## src/rtl/tcg_pkg.sv

```systemverilog
`timescale 1ns / 1ps
package tcg_pkg;

	localparam int GLYPH_ROWS = 16;
	localparam int ROW_W      = 4;

	localparam logic ACT_DRAW = 1'b0;
	localparam logic ACT_LOAD = 1'b1;

	localparam logic [7:0] CODE_NEWLINE = 8'd10;
	localparam logic [7:0] CODE_RETURN  = 8'd13;

	localparam logic [1:0] REG_BASE   = 2'd0;
	localparam logic [1:0] REG_WIDTH  = 2'd1;
	localparam logic [1:0] REG_HEIGHT = 2'd2;
	localparam logic [1:0] REG_STRIDE = 2'd3;

	localparam logic [31:0] RST_BASE   = 32'd0;
	localparam logic [12:0] RST_WIDTH  = 13'd640;
	localparam logic [12:0] RST_HEIGHT = 13'd480;
	localparam logic [13:0] RST_STRIDE = 14'd640;

	localparam logic [8:0] COL_MAX = 9'd511;
	localparam logic [7:0] ROW_MAX = 8'd255;

	typedef struct packed {
		logic [31:0] base;
		logic [12:0] width;
		logic [12:0] height;
		logic [13:0] stride;
	} frame_cfg_t;

	typedef struct packed {
		logic [7:0]  code;
		logic [31:0] color;
		logic [31:0] start_addr;
		logic        known;
	} draw_job_t;

	typedef struct packed {
		logic             active;
		logic [ROW_W-1:0] row;
	} seq_stat_t;

endpackage

```

## src/rtl/tcg_cursor.sv

```systemverilog
`timescale 1ns / 1ps
module tcg_cursor
	import tcg_pkg::*;
#(
	parameter int GLYPH_COUNT = 256
) (
	input  logic        clk,
	input  logic        arst_n,
	input  logic        draw_fire,
	input  logic [7:0]  char_code,
	input  logic [31:0] draw_color,
	input  frame_cfg_t  cfg,
	output logic        job_start,
	output draw_job_t   job
);

	logic [8:0]  col_q;
	logic [7:0]  row_q;
	logic [13:0] cell_bottom;
	logic [13:0] cell_right;
	logic [13:0] next_right;
	logic        in_frame;
	logic        is_newline;
	logic        is_return;
	logic [7:0]  row_inc;
	logic [25:0] line_off;

	assign cell_bottom = {2'b00, row_q, 4'b0000} + 14'd16;
	assign cell_right  = {2'b00, col_q, 3'b000} + 14'd8;
	assign next_right  = cell_right + 14'd8;
	assign in_frame    = (cell_bottom <= {1'b0, cfg.height}) &&
	                     (cell_right <= {1'b0, cfg.width});
	assign is_newline  = (char_code == CODE_NEWLINE);
	assign is_return   = (char_code == CODE_RETURN);
	assign row_inc     = (row_q == ROW_MAX) ? row_q : row_q + 8'd1;

	assign job_start = draw_fire && in_frame && !is_newline && !is_return;

	assign line_off = {row_q, 4'b0000} * cfg.stride;

	always_comb begin
		job.code       = char_code;
		job.color      = draw_color;
		job.known      = ({1'b0, char_code} < 9'(GLYPH_COUNT));
		job.start_addr = cfg.base + {4'b0000, line_off, 2'b00} +
		                 {18'd0, col_q, 5'b00000};
	end

	always_ff @(posedge clk or negedge arst_n) begin
		if (!arst_n) begin
			col_q <= '0;
			row_q <= '0;
		end else if (draw_fire && in_frame) begin
			if (is_newline) begin
				row_q <= row_inc;
			end else if (is_return) begin
				col_q <= '0;
			end else if (col_q >= COL_MAX || next_right > {1'b0, cfg.width}) begin
				col_q <= '0;
				row_q <= row_inc;
			end else begin
				col_q <= col_q + 9'd1;
			end
		end
	end

endmodule

```

## config.mk

```make
export PLATFORM = sky130hd
export DESIGN_NAME = tcg_cursor
export DESIGN_NICKNAME = d
export VERILOG_FILES = /design/src/rtl/tcg_pkg.sv /design/src/rtl/tcg_cursor.sv
export SDC_FILE = /design/constraint.sdc
export NUM_CORES = 1
export LEC_CHECK = 0
export BUFFER_PORTS_ARGS = -buffer_cell sky130_fd_sc_hd__buf_2
export CORE_MARGIN = 2
export CORE_UTILIZATION = 55
export CTS_BUF_LIST = sky130_fd_sc_hd__clkbuf_16
export CTS_CLUSTER_DIAMETER = 120
export CTS_CLUSTER_SIZE = 28
export DETAILED_ROUTE_END_ITERATION = 10
export HOLD_SLACK_MARGIN = 0.15
export MAX_ROUTING_LAYER = met4
export PLACE_DENSITY = 0.82
export SYNTH_ARGS = -nofsm -noshare
export SYNTH_HDL_FRONTEND = slang
export SYNTH_SLANG_ARGS = --single-unit
```

## constraint.sdc

```tcl
create_clock -name clk -period 7.9 [get_ports clk]
set_input_delay 0.79 -clock clk [delete_from_list [all_inputs] [get_ports clk]]
set_output_delay 0.79 -clock clk [all_outputs]
set_load 0.005 [all_outputs]
```

==> impl_metrics.tcl, run 1 <==
set metrics [dict create \
    dr_total_vias 6575 \
    utilization 0.600 \
    ys_warn_count 0 \
    avgSynthCellArea_um2 8.15 \
    wirelength_mm 17.2 \
    fmax_ghz 0.132 \
    post-route-period-util 0.958 \
    ant_nets 0 \
    synth_top_cell_by_area "fa_1" \
    antenna_found_initial 2 \
    clock-sinks 17 \
    layout_min_cycle_time_ns 7.57 \
    mappedNetlistNets 1249 \
    synth_top_area_frac 0.212 \
    ys_seq_elements 17 \
    first_pass_iters 4 \
    grt_pass1_wl_mm 29.5 \
    ys_types 68 \
    fp-row-count 43 \
    syn_area_um2 7660 \
    p_comb_frac 0.910 \
    syn_inst 940 \
    io_pins 189 \
    clock_latency_ns 0.25 \
    tns_ns 0 \
    cts-root-buf "clkbuf_16" \
    p_int_uw 1460 \
    grt_overflow_total 0 \
    p_clk_frac 0.032 \
    maxSlewViolCount 0 \
    hold_ws_ns 0.472 \
    drive_gt1_frac 0.149 \
    fin_nets 1313 \
    grt_use_total 0.246 \
    leakagePower_uw 0.00448 \
    synth_ff_type "dfrtp_1" \
    routed_via_density 5.55 \
    setup_viol 0 \
    path_class "input pin to output port" \
    synthArstFlopShare 1.00 \
    synth_commonest_cells "inv_1 (165), ha_1 (113), and2_1 (94)" \
    netlist_top_cells_area "fa_1 (21%), ha_1 (18%), inv_1 (8.1%), and2_1 (7.7%), dfrtp_1 (5.6%)" \
    yosysSeqAreaShare 0.0555 \
    cp-startpoint "cfg[3]" \
    cts_htree_levels 1 \
    chipHeight_um 122 \
    worstPathCellList "buf_2, and2_1, fa_1, fa_1, fa_1, inv_1, fa_1, inv_1, ha_1, a2111oi_4, o21ai_2, a31o_2, a21oi_1, xnor2_1, ha_1, ha_2, and4_1, and3_1, o311ai_1, a21o_1, a21oi_2, mux2i_1, buf_2" \
    drt_iter0_drc 255 \
    cp_slowest_stage_delay_ns 0.56 \
    cp_max_fo 8 \
    place_congestion 0.944 \
    port_buffers 113 \
    cts_inserted_buffers 3 \
    worstReg2RegStart "col_q[0]" \
    routedWlPerCell_um 14.5 \
    rsz0062_at_grt "no" \
    cpMostUsedCell "fa_1" \
    dieArea_um2 14900 \
    status "completed" \
    cp-start-kind "input pin" \
    path_clk_slew_ns 0.05 \
    power_density_nw_per_um2 383 \
    grt_pass1_vias 6677 \
    dp.final_hpwl_mm 14.7 \
    area_delta_synth_final_pct 7.55 \
    worst_pin_slew_ns 0.644 \
    cp.arrival_ns 6.78 \
    seq_power_share 0.058 \
    pre_cts_ws_ns 0.0606 \
    cp_data_required_time_ns 7.11 \
    hp-class "input pin to asynchronous set/reset pin" \
    synth_enable_flop_cells 0 \
    end_kind "output port" \
    start_util 0.558 \
    core-area_um2 13700 \
    cp_slowest_cell "fa_1" \
    die_w_um 122 \
    peakVddDrop_mv 0.229 \
    slew-limit-headroom 0.564 \
    max-cap-violations 0 \
    fin_skew_ns 0.00135 \
    clk_path_buf_depth 2 \
    switching_power_uw 1700 \
    cts_tree "yes" \
    swShare 0.537 \
    n_fill_cell 1262 \
    drc 0 \
    hold_viol 0 \
    grt_max_degree 19 \
    yosys.cell_count.top_type "inv_1" \
    setup_ws_ns 0.335 \
]
## critical path: cells and delay by family
kind | cells | cell delay (ns)
AND/OR/NAND/NOR | 3 | 0.63
XOR/XNOR | 1 | 0.14
multiplexers | 1 | 0.19
AO/OA/AOI/OAI | 7 | 1.52
adder cells (fa/ha/maj) | 7 | 3.14
buffers and inverters | 4 | 0.37
## sequential cells by signal, summed over array words and instances (netlist names)
name and cells:
col_q 9, row_q 8
## final cells by class
class                   count  area [µm²]  area share
inverters                 166         623      0.0756
multi-input cells         698        6270       0.761
clock buffers               3        75.1     0.00911
well taps                 180         225      0.0273
clock inverters             1        3.75    0.000456
diodes                      2        5.00    0.000608
flip-flops and latches     17         430      0.0523
repair buffers            118         603      0.0732
## through the flow
stage	power, µW	instance area, µm²	cells
2_1_floorplan	2210	7660	940
3_3_place_gp	2990	8090	1179
3_5_place_dp	3040	8090	1179
4_1_cts	3150	8170	1183
5_1_grt	3550	8240	1185
6_report	3160	8240	1185
## timing repair
action | in CTS | in global routing
endpoints found under the setup margin | 0 | 9
hold buffers | 0 | 0
buffers inserted | 0 | 0
endpoints found under the hold margin | 0 | 0
gates resized for setup | 0 | 19
## path summary, 6_finish.rpt
check | to | slack [ns] | cells after the start
min in group clk | col_q[5] | 0.61 | 1
hold reg to reg | col_q[5] | 0.61 | 1
max in group asynchronous | row_q[4] | 7.10 | 1
setup reg to reg | col_q[2] | 4.01 | 12
setup / recovery | job[31] | 0.33 | 23
hold / removal | col_q[6] | 0.47 | 1
## metal layers
layer / vias to the layer above / wire [µm] / track usage
li1: 3207 / - / -
met1: 3158 / 6980 / 0.289
met2: 170 / 8880 / 0.439
met3: 40 / 856 / 0.0314
met4: 0 / 435 / 0.0726
met5: - / 0 / -
## cell families after synthesis
family / count (synthesis) / share of synthesized area
adders and majority gates: 194 / 0.396
AOI/OAI and AO/OA: 150 / 0.127
and+or+nand+nor: 285 / 0.207
buffers and inverters: 225 / 0.133
DFF: 17 / 0.0555
xor gates and xnor gates: 61 / 0.0698
other: 1 / 0.000490
muxes: 7 / 0.0101
## cells in the final DEF (no fill, tap or decap), drive strengths merged, types with 10 or more instances in the layout
master,instances
inv,166
buf,118
dfrtp,17
ha,113
and2,96
xnor2,39
xor2,22
a21o,10
nand2,59
nand4,16
nor2,29
fa,81
a21oi,45
a211oi,10
o21ai,33
nand3,28
and3,14
## power by group through the flow
| stage | sequential (µW) | combinational [µW] | clock, µW |
|---|---|---|---|
| 2_1_floorplan | 150 | 2060 | 0 |
| 3_3_place_gp | 181 | 2810 | 0 |
| 3_5_place_dp | 183 | 2850 | 0 |
| 4_1_cts | 182 | 2870 | 102 |
| 5_1_grt | 191 | 3260 | 105 |
| 6_report | 183 | 2870 | 102 |
No activity file was read; power rests on OpenSTA's default activity.
==> run 2: changes to the inputs <==
- ABC_AREA: unset -> 1
- PLACE_DENSITY: 0.82 -> 0.81
==> impl_metrics.tcl, run 2 <==
set metrics [dict create \
    drt_iter0_drc 374 \
    cts_tree "yes" \
    netlist_top_cells_area "fa_1 (20%), ha_1 (17%), inv_1 (15%), nand2_1 (14%), dfrtp_1 (5.1%)" \
    synth_top_cell_by_area "fa_1" \
    chipHeight_um 127 \
    synth-compound-area-share 0.0762 \
    post-route-period-util 0.934 \
    syn_inst 1251 \
    syn_area_um2 8280 \
    first_pass_iters 5 \
    synth_top_family_by_area "adder cells" \
    cts-root-buf "clkbuf_16" \
    synth_enable_flop_cells 0 \
    power_density_nw_per_um2 117 \
    synth_top_area_frac 0.196 \
    drive_gt1_frac 0.111 \
    hold_viol 0 \
    cts_htree_levels 1 \
    multi_input_area_um2 6160 \
    ys_seq_elements 17 \
    drc 0 \
    avgSynthCellArea_um2 6.62 \
    io_pins 189 \
    fin_total_pwr_uw 1020 \
    status "completed" \
    placedCellCount 1472 \
    n_fill_cell 1426 \
    layout_min_cycle_time_ns 7.38 \
    wirelength_mm 18.5 \
    dieArea_um2 16000 \
    grt_use_total 0.249 \
    largest-register "col_q" \
    antennaDiodeCount 0 \
    routedWlPerCell_um 12.5 \
    cp_slowest_stage_delay_ns 0.55 \
    start_util 0.565 \
    yosys.cell_count.top_type "inv_1" \
    clock_latency_ns 0.25 \
    ant_nets 0 \
    synth_ff_type "dfrtp_1" \
    core-area_um2 14600 \
    cp_max_fo 8 \
    cpMostUsedCell "nand2_1" \
    path_class "input pin to output port" \
    fp-row-count 44 \
    cts_inserted_buffers 3 \
    slew-limit-headroom 0.593 \
    end_kind "output port" \
    yosysSeqAreaShare 0.0514 \
    cp_data_required_time_ns 7.11 \
    mappedNetlistNets 1560 \
    max-cap-violations 0 \
    path_clk_slew_ns 0.05 \
    cp-start-kind "input pin" \
    setup_viol 0 \
    die_w_um 127 \
    rsz0062_at_grt "no" \
    area_delta_synth_final_pct 4.84 \
    place_congestion 0.965 \
    clk_path_buf_depth 2 \
    worst_pin_slew_ns 0.611 \
    hp-class "input pin to asynchronous set/reset pin" \
    ys_warn_count 0 \
    peakVddDrop_mv 0.0905 \
    leakagePower_uw 0.00579 \
    regArea_um2 433 \
    grt_overflow_total 0 \
    synthXorXnorAreaFrac 0.0549 \
    fmax_ghz 0.136 \
    grt_pass1_wl_mm 32.7 \
    grt_max_degree 19 \
    tns_ns 0 \
    clock-sinks 17 \
    dr_total_vias 7446 \
    antenna_found_initial 0 \
    finalNonFillerCells 1476 \
    largestRegisters "col_q (9), row_q (8)" \
    ys_types 44 \
    cp.arrival_ns 6.59 \
    routed_via_density 5.04 \
    rr_worst_depth 16 \
    maxSlewViolCount 0 \
    synth_commonest_cells "inv_1 (320), nand2_1 (306), ha_1 (113)" \
    synth-simple-area-share 0.246 \
    dp.final_hpwl_mm 16.2 \
    largest_register_ffs 9 \
    cp_slowest_cell "fa_1" \
    synthArstFlopShare 1.00 \
    final_common_cell "inv_1" \
    fin_nets 1602 \
    synthMuxAreaShare 0 \
    grt_pass1_vias 7528 \
    mostFrequentLayoutCells "inv_1 (321), nand2_1 (306), ha_1 (113), buf_2 (113), fa_1 (81)" \
    port_buffers 113 \
    synth_fa_ha_area_frac 0.367 \
    fin_skew_ns 0.00188 \
]
run 2: timing repair:
item	CTS	global route
resized for setup	0	7
setup buffers	0	0
endpoints found under the setup margin	0	7
hold buffers	0	0
run 2: per-layer routing:
layer | part of all wire | up-vias | wire (µm) | global-route usage
li1 | - | 3810 | - | -
met1 | 0.46 | 3356 | 8450 | 0.325
met2 | 0.46 | 240 | 8570 | 0.423
met3 | 0.057 | 40 | 1050 | 0.0257
met4 | 0.021 | 0 | 395 | 0.0543
met5 | 0 | - | 0 | -
run 2: stage by stage:
| step | cell area [µm²] | worst slack, ns | utilization | hold WS (ns) |
|---|---|---|---|---|
| after global routing | 8680 | 0.0439 | 0.592 | 0.503 |
| after detailed placement | 8590 | 0.513 | 0.587 | 0.503 |
| after CTS | 8670 | 0.307 | 0.592 | 0.474 |
| final | 8680 | 0.524 | 0.592 | 0.467 |
| after global placement | 8590 | 0.634 | 0.587 | 0.495 |
| after floorplan | 8280 | 1.15 | - | 0.471 |
run 2: cell families after synthesis:
logic type / Yosys count
AO/OA/AOI/OAI: 114
XOR/XNOR: 51
adder cells (fa/ha/maj): 194
buffers and inverters: 399
flip-flops: 17
other: 1
AND/OR/NAND/NOR: 475
run 2: cell type report:
cell class              count  share of cell area
repair buffers            113              0.0652
multi-input cells         835               0.710
clock inverters             1            0.000433
inverters                 323               0.140
well taps                 184              0.0265
flip-flops and latches     17              0.0499
clock buffers               3             0.00865
run 2: worst max-delay path: cells and delay by family:
| kind | cells | cell delay [ns] |
|---|---|---|
| fa+ha+maj | 7 | 3.15 |
| simple gates | 12 | 1.14 |
| compound gates | 4 | 1.07 |
| buf+inv | 6 | 0.45 |
run 2: final timing paths:
path | start | end | slack [ns]
max | cfg[0] | job[32] | 0.52
max in group asynchronous | arst_n | row_q[3] | 7.13
min | arst_n | row_q[7] | 0.47
max reg2reg | row_q[0] | col_q[3] | 4.56
min in group clk | col_q[6] | col_q[6] | 0.52
min reg2reg | col_q[6] | col_q[6] | 0.52
run 2: report_power, final:
group / switching, µW / internal, µW / leakage (µW)
combinational: 471 / 314 / 0.00553
sequential: 34.2 / 99.4 / 0.000220
clock: 31.1 / 67.1 / 0.0000423
==> run 3: changes to the inputs <==
- CTS_BUF_LIST: sky130_fd_sc_hd__clkbuf_16 -> unset
- SLEW_MARGIN: unset -> 0
==> impl_metrics.tcl, run 3 (synthesis gave the netlist of run 2 again) <==
set metrics [dict create \
    utilization 0.592 \
    clock_latency_ns 0.25 \
    cpMostUsedCell "nand2_1" \
    largest_register_ffs 9 \
    clock-sinks 17 \
    cts-root-buf "clkbuf_16" \
    dieArea_um2 16000 \
    cp_max_fo 8 \
    ant_nets 0 \
    multi_input_area_um2 6160 \
    fin_nets 1602 \
    cts_htree_levels 1 \
    cp_slowest_cell "fa_1" \
    grt_overflow_total 0 \
    peakVddDrop_mv 0.0920 \
    dr_total_vias 7446 \
    wirelength_mm 18.5 \
    drive_gt1_frac 0.111 \
    hold_viol 0 \
    routed_via_density 5.04 \
    hp-class "input pin to asynchronous set/reset pin" \
    clk_path_buf_depth 2 \
    cts_tree "yes" \
    final_common_cell "inv_1" \
    swShare 0.527 \
    tns_ns 0 \
    maxSlewViolCount 0 \
    grt_pass1_vias 7528 \
    grt_use_total 0.249 \
    p_comb_frac 0.771 \
    fin_skew_ns 0.00210 \
    place_congestion 0.965 \
    chipHeight_um 127 \
    fmax_ghz 0.136 \
    switching_power_uw 536 \
    max-cap-violations 0 \
    core-area_um2 14600 \
    seq_power_share 0.131 \
    start_util 0.565 \
    grt_max_degree 19 \
    mostFrequentLayoutCells "inv_1 (320), nand2_1 (306), ha_1 (113), buf_2 (113), fa_1 (81)" \
    drt_iter0_drc 371 \
    path_clk_slew_ns 0.05 \
    slew-limit-headroom 0.593 \
    largestRegisters "col_q (9), row_q (8)" \
    leakagePower_uw 0.00578 \
    status "completed" \
    io_pins 189 \
    area_delta_synth_final_pct 4.84 \
    cp_slowest_stage_delay_ns 0.55 \
    antennaDiodeCount 0 \
    power_density_nw_per_um2 117 \
    end_kind "output port" \
    grt_pass1_wl_mm 32.7 \
    rsz0062_at_grt "no" \
    cp.arrival_ns 6.59 \
    cts_inserted_buffers 3 \
    p_clk_frac 0.098 \
    fp-row-count 44 \
    largest-register "col_q" \
    setup_viol 0 \
    regArea_um2 433 \
    die_w_um 127 \
    routedWlPerCell_um 12.5 \
    cp_data_required_time_ns 7.11 \
    path_class "input pin to output port" \
    cp-start-kind "input pin" \
    worst_pin_slew_ns 0.611 \
    post-route-period-util 0.934 \
    port_buffers 113 \
    layout_min_cycle_time_ns 7.38 \
    dp.final_hpwl_mm 16.2 \
    drc 0 \
    first_pass_iters 5 \
    p_int_uw 482 \
    antenna_found_initial 0 \
    n_fill_cell 1426 \
]
-- run 3: cell count changes in the layout (fill, tap and decap cells not counted), sizes merged --
cell,change
clkbuf,+1
inv,-1
-- run 3: path summary, 6_finish.rpt --
| kind | start | depth (start not counted) | slack, ns | to |
|---|---|---|---|---|
| max | cfg[0] | 29 | 0.52 | job[32] |
| min | arst_n | 1 | 0.47 | col_q[1] |
| max reg2reg | row_q[0] | 16 | 4.57 | col_q[3] |
| min reg2reg | col_q[6] | 2 | 0.52 | col_q[6] |
| max in group asynchronous | arst_n | 1 | 7.13 | row_q[3] |
| min in group clk | col_q[6] | 2 | 0.52 | col_q[6] |
-- run 3: worst max-delay path: cells and delay by family --
family	cells	cell delay [ns]
buf+inv	6	0.45
compound gates	4	1.07
simple gates	12	1.14
fa+ha+maj	7	3.15
-- run 3: metal layers --
| metal | track usage | routed length (µm) |
|---|---|---|
| met1 | 0.325 | 8430 |
| met3 | 0.0257 | 1080 |
| met5 | - | 0 |
| met2 | 0.423 | 8570 |
| met4 | 0.0543 | 395 |
-- run 3: area by class of cell --
| type | count | share of cell area |
|---|---|---|
| Multi-Input combinational cell | 835 | 0.710 |
| Inverter | 323 | 0.140 |
| Timing Repair Buffer | 113 | 0.0652 |
| Sequential cell | 17 | 0.0499 |
| Tap cell | 184 | 0.0265 |
| Clock buffer | 4 | 0.00909 |
-- run 3: what timing repair did --
| item | in CTS | in global routing |
|---|---|---|
| setup endpoints to repair | 0 | 7 |
| setup buffers | 0 | 0 |
| hold buffers | 0 | 0 |
| endpoints found under the hold margin | 0 | 0 |
| gates resized for setup | 0 | 7 |
-- run 3: power groups by stage --
stage | Clock [µW] | Combinational, µW | Sequential [µW]
2_1_floorplan | 0 | 584 | 115
3_3_place_gp | 0 | 757 | 133
3_5_place_dp | 0 | 772 | 134
4_1_cts | 102 | 782 | 133
5_1_grt | 105 | 901 | 137
6_report | 99.7 | 785 | 134
-- run 3: per-stage QoR --
| stage | total power [µW] | std cells | hold slack [ns] | setup slack (ns) | area (µm²) |
|---|---|---|---|---|---|
| after CTS | 1020 | 1476 | 0.474 | 0.307 | 8670 |
| after global placement | 890 | 1472 | 0.495 | 0.634 | 8590 |
| after detailed placement | 906 | 1472 | 0.503 | 0.513 | 8590 |
| after global routing | 1140 | 1476 | 0.503 | 0.0439 | 8680 |
| after floorplan | 699 | 1251 | 0.471 | 1.15 | 8280 |
| final | 1020 | 1476 | 0.467 | 0.524 | 8680 |
